### config.mk
export PLATFORM = sky130hd
export DESIGN_NAME = encoder_position_to_rgb
export DESIGN_NICKNAME = d
export VERILOG_FILES = /design/src/rtl/ep2rgb_pkg.sv /design/src/rtl/ep2rgb_hue.sv /design/src/rtl/ep2rgb_color.sv /design/src/rtl/encoder_position_to_rgb.sv
export SDC_FILE = /design/constraint.sdc
export NUM_CORES = 2
export LEC_CHECK = 0
export ABC_CLOCK_PERIOD_IN_PS = 7250
export BUFFER_PORTS_ARGS = -buffer_cell sky130_fd_sc_hd__buf_2
export CAP_MARGIN = 20
export CORE_MARGIN = 2
export CORE_UTILIZATION = 55
export DETAILED_ROUTE_END_ITERATION = 8
export MAX_ROUTING_LAYER = met4
export PLACE_DENSITY = 0.72
export SETUP_SLACK_MARGIN = 0.3
export SYNTH_ARGS = -nofsm -noshare
export SYNTH_HDL_FRONTEND = slang
export SYNTH_HIERARCHICAL = 1
export SYNTH_SLANG_ARGS = --single-unit
### constraint.sdc
create_clock -name clk -period 7.25 [get_ports clk]
set_input_delay 1.45 -clock clk [delete_from_list [all_inputs] [get_ports clk]]
set_output_delay 1.45 -clock clk [all_outputs]
set_load 0.01 [all_outputs]
### src/rtl/ep2rgb_pkg.sv
`timescale 1ns / 1ps

package ep2rgb_pkg;

	// block configuration
	localparam int STEPS_PER_TURN = 24;
	localparam int CHANNEL_COUNT  = 4;

	// hue in 1/16 degree
	localparam int HUE_FULL    = 5760;
	localparam int HUE_SECTOR  = 960;
	localparam int HUE_CHANNEL = 1440;
	localparam int HUE_W       = 13;
	localparam int XW_W        = 10;

	// color arithmetic
	localparam int COLOR_W   = 8;
	localparam int COLOR_MAX = 255;
	localparam int CM_W      = 16;

	// count folded to a narrow word: hi * (2^16 mod N) + lo
	localparam longint unsigned FOLD_MAX   = 64'd65535 * STEPS_PER_TURN;
	localparam int              FOLD_W     = $clog2(FOLD_MAX + 1);
	localparam longint unsigned FOLD_RECIP = (64'd1 << FOLD_W) / STEPS_PER_TURN;
	localparam int              QUO_W      = 16;
	localparam int              REM_W      = $clog2(STEPS_PER_TURN + 1);
	localparam longint unsigned HALF_MOD   = 64'd65536 % STEPS_PER_TURN;
	localparam longint unsigned WORD_MOD   = (64'd1 << 32) % STEPS_PER_TURN;

	// remainder scaled onto the hue circle
	localparam int              SCALED_W     = $clog2(STEPS_PER_TURN * HUE_FULL);
	localparam longint unsigned SCALED_RECIP = (64'd1 << SCALED_W) / STEPS_PER_TURN;

	// component divisions
	localparam int              PART_DIV   = HUE_SECTOR * COLOR_MAX;
	localparam int              PART_W     = $clog2(2 * PART_DIV * COLOR_MAX + 1);
	localparam longint unsigned PART_RECIP = (64'd1 << PART_W) / PART_DIV;
	localparam longint unsigned ZERO_RECIP = (64'd1 << CM_W) / COLOR_MAX;

	typedef struct packed {
		logic [1:0]         channel;
		logic signed [31:0] step_count;
		logic               channel_ready;
	} req_t;

	typedef struct packed {
		logic [COLOR_W-1:0] red;
		logic [COLOR_W-1:0] green;
		logic [COLOR_W-1:0] blue;
	} rgb_t;

endpackage

### src/rtl/ep2rgb_hue.sv
`timescale 1ns / 1ps

module ep2rgb_hue (
	input  logic                        clk,
	input  logic                        arst_n,
	input  logic                        req_valid,
	output logic                        req_stall,
	input  ep2rgb_pkg::req_t            req,
	output logic                        hue_valid,
	input  logic                        hue_stall,
	output logic [ep2rgb_pkg::HUE_W-1:0] hue
);
	import ep2rgb_pkg::*;

	logic valid_s1, valid_s2, valid_s3, valid_s4, valid_s5, valid_s6;
	logic adv_s1, adv_s2, adv_s3, adv_s4, adv_s5, adv_s6;

	logic [FOLD_W-1:0]   fold;
	logic [FOLD_W-1:0]   fold_s1, fold_s2;
	logic                neg_s1, neg_s2, neg_s3;
	logic [1:0]          chan_s1, chan_s2, chan_s3, chan_s4, chan_s5;
	logic [2*FOLD_W:0]   fold_prod;
	logic [QUO_W-1:0]    quo_s2;
	logic [FOLD_W-1:0]   fold_diff, fold_rem;
	logic [REM_W-1:0]    rem_s3;
	logic [REM_W:0]      rem_ext, rem_adj;
	logic [SCALED_W-1:0] scaled_s4, scaled_s5;
	logic [2*SCALED_W:0] scaled_prod;
	logic [HUE_W-1:0]    hq_s5;
	logic [SCALED_W-1:0] scaled_diff;
	logic [HUE_W:0]      hue_base, hue_sum;
	logic [HUE_W-1:0]    hue_s6;

	// stage advance: a stage moves when empty or when the next one moves
	assign adv_s6    = !valid_s6 || !hue_stall;
	assign adv_s5    = !valid_s5 || adv_s6;
	assign adv_s4    = !valid_s4 || adv_s5;
	assign adv_s3    = !valid_s3 || adv_s4;
	assign adv_s2    = !valid_s2 || adv_s3;
	assign adv_s1    = !valid_s1 || adv_s2;
	assign req_stall = !adv_s1;

	// fold the 32-bit word: 2^16 is replaced by its residue
	assign fold = FOLD_W'(req.step_count[31:16]) * FOLD_W'(HALF_MOD)
		+ FOLD_W'(req.step_count[15:0]);

	// quotient estimate by reciprocal, low by at most one
	assign fold_prod = (2*FOLD_W+1)'(fold_s1) * (2*FOLD_W+1)'(FOLD_RECIP);

	// remainder with one correction step
	always_comb begin
		fold_diff = fold_s2 - FOLD_W'(FOLD_W'(quo_s2) * FOLD_W'(STEPS_PER_TURN));
		if (fold_diff >= FOLD_W'(STEPS_PER_TURN)) begin
			fold_rem = fold_diff - FOLD_W'(STEPS_PER_TURN);
		end else begin
			fold_rem = fold_diff;
		end
	end

	// negative word: take off the residue of 2^32, keep non-negative
	always_comb begin
		rem_ext = (REM_W+1)'(rem_s3);
		if (!neg_s3) begin
			rem_adj = rem_ext;
		end else if (rem_ext >= (REM_W+1)'(WORD_MOD)) begin
			rem_adj = rem_ext - (REM_W+1)'(WORD_MOD);
		end else begin
			rem_adj = rem_ext + (REM_W+1)'(STEPS_PER_TURN) - (REM_W+1)'(WORD_MOD);
		end
	end

	// hue estimate by reciprocal
	assign scaled_prod = (2*SCALED_W+1)'(scaled_s4) * (2*SCALED_W+1)'(SCALED_RECIP);

	// hue correction, channel offset and wrap
	always_comb begin
		scaled_diff = scaled_s5 - SCALED_W'(SCALED_W'(hq_s5) * SCALED_W'(STEPS_PER_TURN));
		hue_base    = (HUE_W+1)'(hq_s5);
		if (scaled_diff >= SCALED_W'(STEPS_PER_TURN)) begin
			hue_base = hue_base + (HUE_W+1)'(1);
		end
		hue_sum = hue_base + (HUE_W+1)'(chan_s5) * (HUE_W+1)'(HUE_CHANNEL);
		if (hue_sum >= (HUE_W+1)'(HUE_FULL)) begin
			hue_sum = hue_sum - (HUE_W+1)'(HUE_FULL);
		end
	end

	// valid bits
	always_ff @(posedge clk or negedge arst_n) begin
		if (!arst_n) begin
			valid_s1 <= 1'b0;
			valid_s2 <= 1'b0;
			valid_s3 <= 1'b0;
			valid_s4 <= 1'b0;
			valid_s5 <= 1'b0;
			valid_s6 <= 1'b0;
		end else begin
			if (adv_s1) begin
				valid_s1 <= req_valid && req.channel_ready
					&& (int'(req.channel) < CHANNEL_COUNT);
			end
			if (adv_s2) valid_s2 <= valid_s1;
			if (adv_s3) valid_s3 <= valid_s2;
			if (adv_s4) valid_s4 <= valid_s3;
			if (adv_s5) valid_s5 <= valid_s4;
			if (adv_s6) valid_s6 <= valid_s5;
		end
	end

	// datapath registers
	always_ff @(posedge clk) begin
		if (adv_s1) begin
			fold_s1 <= fold;
			neg_s1  <= req.step_count[31];
			chan_s1 <= req.channel;
		end
		if (adv_s2) begin
			fold_s2 <= fold_s1;
			quo_s2  <= fold_prod[FOLD_W +: QUO_W];
			neg_s2  <= neg_s1;
			chan_s2 <= chan_s1;
		end
		if (adv_s3) begin
			rem_s3  <= REM_W'(fold_rem);
			neg_s3  <= neg_s2;
			chan_s3 <= chan_s2;
		end
		if (adv_s4) begin
			scaled_s4 <= SCALED_W'(rem_adj) * SCALED_W'(HUE_FULL);
			chan_s4   <= chan_s3;
		end
		if (adv_s5) begin
			scaled_s5 <= scaled_s4;
			hq_s5     <= scaled_prod[SCALED_W +: HUE_W];
			chan_s5   <= chan_s4;
		end
		if (adv_s6) begin
			hue_s6 <= HUE_W'(hue_sum);
		end
	end

	assign hue_valid = valid_s6;
	assign hue       = hue_s6;

	// remainder is always reduced
	a_rem_range: assert property (@(posedge clk) disable iff (!arst_n)
		valid_s3 |-> (int'(rem_s3) < STEPS_PER_TURN))
		else $error("remainder not reduced");

	// hue stays on the circle
	a_hue_range: assert property (@(posedge clk) disable iff (!arst_n)
		hue_valid |-> (int'(hue) < HUE_FULL))
		else $error("hue out of range");

endmodule

### src/rtl/ep2rgb_color.sv
`timescale 1ns / 1ps

module ep2rgb_color (
	input  logic                           clk,
	input  logic                           arst_n,
	input  logic                           hue_valid,
	output logic                           hue_stall,
	input  logic [ep2rgb_pkg::HUE_W-1:0]   hue,
	input  logic [ep2rgb_pkg::COLOR_W-1:0] saturation,
	input  logic [ep2rgb_pkg::COLOR_W-1:0] brightness,
	output logic                           rgb_valid,
	input  logic                           rgb_stall,
	output ep2rgb_pkg::rgb_t               rgb
);
	import ep2rgb_pkg::*;

	typedef enum logic [2:0] {
		SECT_RY, SECT_YG, SECT_GC, SECT_CB, SECT_BM, SECT_MR
	} sector_t;

	logic valid_s1, valid_s2, valid_s3, valid_s4;
	logic adv_s1, adv_s2, adv_s3, adv_s4;

	sector_t             sector;
	sector_t             sector_s1, sector_s2, sector_s3;
	logic [HUE_W-1:0]    t_hue;
	logic [XW_W-1:0]     xw;
	logic [XW_W-1:0]     xw_s1;
	logic [CM_W-1:0]     chroma_s1, level_s1, level_s2, level_s3;
	logic [PART_W-1:0]   part_num_s2, part_num_s3;
	logic [PART_W+XW_W-1:0] part_prod;
	logic [2*CM_W-1:0]   zero_prod;
	logic [COLOR_W-1:0]  part_q_s3, zero_q_s3;
	logic [PART_W-1:0]   part_diff;
	logic [CM_W-1:0]     zero_diff;
	logic [COLOR_W-1:0]  part_val, zero_val, full_val;
	rgb_t                rgb_next;
	rgb_t                rgb_s4;

	// stage advance
	assign adv_s4    = !valid_s4 || !rgb_stall;
	assign adv_s3    = !valid_s3 || adv_s4;
	assign adv_s2    = !valid_s2 || adv_s3;
	assign adv_s1    = !valid_s1 || adv_s2;
	assign hue_stall = !adv_s1;

	// sector and ramp position
	always_comb begin
		if (int'(hue) < HUE_SECTOR) begin
			sector = SECT_RY;
		end else if (int'(hue) < 2 * HUE_SECTOR) begin
			sector = SECT_YG;
		end else if (int'(hue) < 3 * HUE_SECTOR) begin
			sector = SECT_GC;
		end else if (int'(hue) < 4 * HUE_SECTOR) begin
			sector = SECT_CB;
		end else if (int'(hue) < 5 * HUE_SECTOR) begin
			sector = SECT_BM;
		end else begin
			sector = SECT_MR;
		end
		if (int'(hue) < 2 * HUE_SECTOR) begin
			t_hue = hue;
		end else if (int'(hue) < 4 * HUE_SECTOR) begin
			t_hue = hue - HUE_W'(2 * HUE_SECTOR);
		end else begin
			t_hue = hue - HUE_W'(4 * HUE_SECTOR);
		end
		if (int'(t_hue) < HUE_SECTOR) begin
			xw = XW_W'(t_hue);
		end else begin
			xw = XW_W'(HUE_W'(2 * HUE_SECTOR) - t_hue);
		end
	end

	// quotient estimates by reciprocal
	assign part_prod = (PART_W+XW_W)'(part_num_s2) * (PART_W+XW_W)'(PART_RECIP);
	assign zero_prod = (2*CM_W)'(level_s2) * (2*CM_W)'(ZERO_RECIP);

	// corrections and component routing
	always_comb begin
		part_diff = part_num_s3 - PART_W'(PART_W'(part_q_s3) * PART_W'(PART_DIV));
		zero_diff = level_s3 - CM_W'(CM_W'(zero_q_s3) * CM_W'(COLOR_MAX));
		part_val  = part_q_s3;
		zero_val  = zero_q_s3;
		if (part_diff >= PART_W'(PART_DIV)) part_val = part_q_s3 + COLOR_W'(1);
		if (zero_diff >= CM_W'(COLOR_MAX))  zero_val = zero_q_s3 + COLOR_W'(1);
		// chroma plus offset is brightness times full scale
		full_val = brightness;
		case (sector_s3)
			SECT_RY: rgb_next = '{red: full_val, green: part_val, blue: zero_val};
			SECT_YG: rgb_next = '{red: part_val, green: full_val, blue: zero_val};
			SECT_GC: rgb_next = '{red: zero_val, green: full_val, blue: part_val};
			SECT_CB: rgb_next = '{red: zero_val, green: part_val, blue: full_val};
			SECT_BM: rgb_next = '{red: part_val, green: zero_val, blue: full_val};
			default: rgb_next = '{red: full_val, green: zero_val, blue: part_val};
		endcase
	end

	// valid bits
	always_ff @(posedge clk or negedge arst_n) begin
		if (!arst_n) begin
			valid_s1 <= 1'b0;
			valid_s2 <= 1'b0;
			valid_s3 <= 1'b0;
			valid_s4 <= 1'b0;
		end else begin
			if (adv_s1) valid_s1 <= hue_valid;
			if (adv_s2) valid_s2 <= valid_s1;
			if (adv_s3) valid_s3 <= valid_s2;
			if (adv_s4) valid_s4 <= valid_s3;
		end
	end

	// datapath registers
	always_ff @(posedge clk) begin
		if (adv_s1) begin
			sector_s1 <= sector;
			xw_s1     <= xw;
			chroma_s1 <= CM_W'(saturation) * CM_W'(brightness);
			level_s1  <= CM_W'(brightness) * CM_W'(COLOR_MAX)
				- CM_W'(saturation) * CM_W'(brightness);
		end
		if (adv_s2) begin
			sector_s2   <= sector_s1;
			level_s2    <= level_s1;
			part_num_s2 <= PART_W'(chroma_s1) * PART_W'(xw_s1)
				+ PART_W'(level_s1) * PART_W'(HUE_SECTOR);
		end
		if (adv_s3) begin
			sector_s3   <= sector_s2;
			level_s3    <= level_s2;
			part_num_s3 <= part_num_s2;
			part_q_s3   <= part_prod[PART_W +: COLOR_W];
			zero_q_s3   <= zero_prod[CM_W +: COLOR_W];
		end
		if (adv_s4) begin
			rgb_s4 <= rgb_next;
		end
	end

	assign rgb_valid = valid_s4;
	assign rgb       = rgb_s4;

	// ramp position never passes one sector
	a_ramp_range: assert property (@(posedge clk) disable iff (!arst_n)
		valid_s1 |-> (int'(xw_s1) <= HUE_SECTOR))
		else $error("ramp position out of range");

	// reciprocal estimate is off by at most one
	a_part_est: assert property (@(posedge clk) disable iff (!arst_n)
		valid_s3 |-> (part_diff < PART_W'(2 * PART_DIV)))
		else $error("part estimate off by more than one");

	a_zero_est: assert property (@(posedge clk) disable iff (!arst_n)
		valid_s3 |-> (zero_diff < CM_W'(2 * COLOR_MAX)))
		else $error("offset estimate off by more than one");

endmodule

### src/rtl/encoder_position_to_rgb.sv
`timescale 1ns / 1ps

// channel  | direction | handshake                  | payload
// req      | in        | req_valid / req_stall      | channel, step_count, channel_ready
// rgb      | out       | rgb_valid / rgb_stall      | red, green, blue
// config   | in        | psel / penable / pwrite    | paddr, pwdata, prdata (pready high)
//
// one request accepted per cycle while req_stall is low; the result reaches rgb
// after six stages of hue arithmetic and four of color arithmetic
// requests not ready, or for a channel beyond the count, leave no result
// reset clears all stage valid bits and sets saturation and brightness to 255
// a stall holds only the stages that are full; bubbles still move up, and
// req_stall follows rgb_stall through the stage chain in the same cycle

module encoder_position_to_rgb (
	input  logic              clk,
	input  logic              arst_n,
	input  logic              psel,
	input  logic              penable,
	input  logic              pwrite,
	input  logic [2:0]        paddr,
	input  logic [31:0]       pwdata,
	output logic [31:0]       prdata,
	output logic              pready,
	input  logic              req_valid,
	output logic              req_stall,
	input  ep2rgb_pkg::req_t  req,
	output logic              rgb_valid,
	input  logic              rgb_stall,
	output ep2rgb_pkg::rgb_t  rgb
);
	import ep2rgb_pkg::*;

	localparam logic REG_SATURATION = 1'b0;
	localparam logic REG_BRIGHTNESS = 1'b1;

	logic [COLOR_W-1:0] saturation_q;
	logic [COLOR_W-1:0] brightness_q;
	logic               hue_valid;
	logic               hue_stall;
	logic [HUE_W-1:0]   hue;

	// configuration registers
	assign pready = 1'b1;

	always_ff @(posedge clk or negedge arst_n) begin
		if (!arst_n) begin
			saturation_q <= COLOR_W'(COLOR_MAX);
			brightness_q <= COLOR_W'(COLOR_MAX);
		end else if (psel && penable && pwrite && pready) begin
			case (paddr[2])
				REG_SATURATION: saturation_q <= pwdata[COLOR_W-1:0];
				REG_BRIGHTNESS: brightness_q <= pwdata[COLOR_W-1:0];
				default: ;
			endcase
		end
	end

	// register readback
	always_comb begin
		case (paddr[2])
			REG_SATURATION: prdata = 32'(saturation_q);
			REG_BRIGHTNESS: prdata = 32'(brightness_q);
			default:        prdata = '0;
		endcase
	end

	// hue pipeline
	ep2rgb_hue u_hue (
		.clk       (clk),
		.arst_n    (arst_n),
		.req_valid (req_valid),
		.req_stall (req_stall),
		.req       (req),
		.hue_valid (hue_valid),
		.hue_stall (hue_stall),
		.hue       (hue)
	);

	// color pipeline
	ep2rgb_color u_color (
		.clk        (clk),
		.arst_n     (arst_n),
		.hue_valid  (hue_valid),
		.hue_stall  (hue_stall),
		.hue        (hue),
		.saturation (saturation_q),
		.brightness (brightness_q),
		.rgb_valid  (rgb_valid),
		.rgb_stall  (rgb_stall),
		.rgb        (rgb)
	);

endmodule
==> flow_metrics.env <==
export IMPL_status="completed"
export IMPL_h_tree_depth=2
export IMPL_endpoint_kind="flip-flop"
export IMPL_drc=0
export IMPL_crit_path_max_incr_delay_ps=620
export IMPL_synth_seq_cells=321
export IMPL_clkTransAtPathRegs_ps=60
export IMPL_worstPathBufferInverterCount=6
export IMPL_crit_start="brightness_q[3]"
export IMPL_dr_total_vias=29000
export IMPL_seq_area_frac_synth_pct=22.6
export IMPL_overflow=0
export IMPL_grt_pass1_vias=29700
export IMPL_grt_usage_pct=23.5
export IMPL_synth_distinct_cells=101
export IMPL_layout_drive_gt1_share_pct=11.2
export IMPL_arrival_ps=7300
export IMPL_antenna_found_initial=0
export IMPL_numPortBuffers=84
export IMPL_hold_path_class="flip-flop to flip-flop"
export IMPL_hpwl_um=71400
export IMPL_die_w_um=281
export IMPL_critPathSlowestCell="dfstp_2"
export IMPL_worst_path_stages=27
export IMPL_synth_area_sq_um=42100
export IMPL_tightest_slew_ps=968
export IMPL_boundaryPins=136
export IMPL_cts_buffers=41
export IMPL_syn2layout_area_growth_pct=10.6
export IMPL_startpoint_type="flip-flop"
export IMPL_crit_family="adder cells"
export IMPL_synth_top_flop_cell="edfxtp_1"
export IMPL_drt_initial_drc_count=1547
export IMPL_relSlewSlack_pct=35.4
export IMPL_rsz0062_at_grt="yes"
export IMPL_async_reset_ff_share_pct=8.10
export IMPL_fin_crit_ps=6960
export IMPL_wl_per_cell_um=16.3
export IMPL_maxCapViolations=0
export IMPL_synth_edff_count=295
export IMPL_synth_avg_cell_area_sq_um=10.2
export IMPL_worstRegToRegCells=27
export IMPL_cts_root_buffer="clkbuf_16"
export IMPL_cpMostUsedCell="fa_1"
export IMPL_nets=5548
export IMPL_setup_viol=0
export IMPL_r2r_slack_ps=290
export IMPL_r2r_end="u_color/level_s1[14]"
export IMPL_holdBufCountCts=0
export IMPL_fin_worst_skew_ps=17.9
export IMPL_place_ws_ps=37.1
export IMPL_antenna_cells=0
export IMPL_die_area_sq_um=78900
export IMPL_fmax_mhz=144
export IMPL_hold_depth=0
export IMPL_fin_crit_sh_pct=96.0
export IMPL_initial_core_util_pct=55.5
export IMPL_critPathRequiredTime_ps=7590
export IMPL_cts_sinks=321
export IMPL_grt_pass1_wl_um=145000
export IMPL_finalHoldViolations=0
export IMPL_firstDrtPassIters=5
export IMPL_r2r_start="brightness_q[3]"
export IMPL_cts_buffer_depth=3
export IMPL_netlist_instances=4115
export IMPL_yosys_warnings=6
export IMPL_critPathCapture="u_color/level_s1[14]"
export IMPL_critPathMaxFanout=7
export IMPL_grt_max_degree=58
export IMPL_place_congestion=0.934
export IMPL_drv_slew=0
export IMPL_die_h_um=281
export IMPL_vias_per_cell=5.42
export IMPL_path_class="flip-flop to flip-flop"
export IMPL_core_area_sq_um=75900
export IMPL_routed_wl_um=87500
export IMPL_drtAntennaViolNets=0
export IMPL_fin_ws_ps=290
export IMPL_insertion_delay_ps=590
export IMPL_rows=101
export IMPL_cts_tree="yes"
## cell usage after synthesis (29+ instances only)
cell	count	area [sq um]
ha_1	693	8670
o21a_1	29	218
nand3_1	63	315
nor3_1	46	230
nand2_1	243	912
a21oi_1	179	896
edfxtp_1	295	8860
o21ai_0	116	581
xor2_1	62	543
fa_1	481	9630
and2_1	117	732
inv_1	825	3100
clkbuf_1	57	214
nand2b_1	39	244
xnor2_1	177	1550
o21bai_1	41	308
a21o_1	43	323
nor2_1	143	537
## cell type report
type                    instances  area [sq um]
repair buffers                201          1340
clock buffers                  50          1080
inverters                     826          3100
well taps                    1030          1290
multi-input cells            2906         29900
flip-flops and latches        321          9530
fillers                      6180         29400
clock inverters                25           347
## layout by cell type (no fill, tap or decap), types with 26 or more instances in the layout
cell type and count:
inv_1 817, ha_1 669, fa_1 474, edfxtp_1 295
nand2_1 234, xnor2_1 167, a21oi_1 146, nor2_1 141
buf_4 114, and2_1 111, o21ai_0 100, buf_2 84
nand3_1 62, xor2_1 61, nor3_1 43, a21o_1 43
clkbuf_16 41, nand2b_1 39, o21bai_1 37, o21a_1 29
a21oi_2 28, and3_1 27, mux2_2 26
## registers in the layout (all words and copies together) (netlist names), 13 cells and up
name                 cells
u_color/level_s1        16
u_hue/fold_s1           21
u_color/level_s3        16
u_hue/fold_s2           21
u_color/rgb             24
u_hue/quo_s2            16
u_color/level_s2        16
u_color/part_num_s3     21
u_color/part_num_s2     27
u_color/chroma_s1       16
u_hue/hq_s5             13
u_hue/hue               13
## metrics by stage
stage               utilization [%]  TNS, ps  std cells  hold WS [ps]  area [sq um]
floorplan                         -        0       4138           400         42400
global placement               58.1        0       5229           402         44100
detailed placement             58.1        0       5229           406         44100
CTS                            60.5        0       5328           419         46000
global route                   61.3   -0.337       5359           426         46600
finish                         61.3        0       5359           419         46600
## how the worst min path moves through the flow
stage,slack (ps),endpoint,start
2_1_floorplan,400,u_color/sector_s2[0],u_color/sector_s1[0]
3_3_place_gp,400,u_hue/neg_s3,u_hue/neg_s2
3_5_place_dp,410,u_hue/neg_s3,u_hue/neg_s2
4_1_cts,420,u_color/sector_s3[0],u_color/sector_s2[0]
5_1_grt,430,u_hue/chan_s5[0],u_hue/chan_s4[0]
6_report,420,u_color/sector_s3[0],u_color/sector_s2[0]
## repair_timing
action / in CTS / in global routing
resized for setup: 57 / 85
setup endpoints to repair: 25 / 42
pin swaps: 39 / 76
setup buffers: 24 / 29
## metal layers
metal	up-vias	global-route usage, %	wire (um)
li1	14100	-	-
met1	14200	29.0	37400
met2	574	40.9	44400
met3	148	2.50	3480
met4	0	6.51	2240
met5	-	-	0
## cell families after synthesis
kind of cell | after synthesis | synth area share, %
compound gates | 626 | 9.85
xor+xnor | 240 | 5.01
fa+ha+maj | 1174 | 43.4
buf+inv | 911 | 8.38
flops | 321 | 22.6
mux | 38 | 0.992
other cells | 2 | 0.0178
simple gates | 803 | 9.72
Power is not shown: default switching activity piles up to over one toggle a cycle in this logic, so the estimate is an artifact.
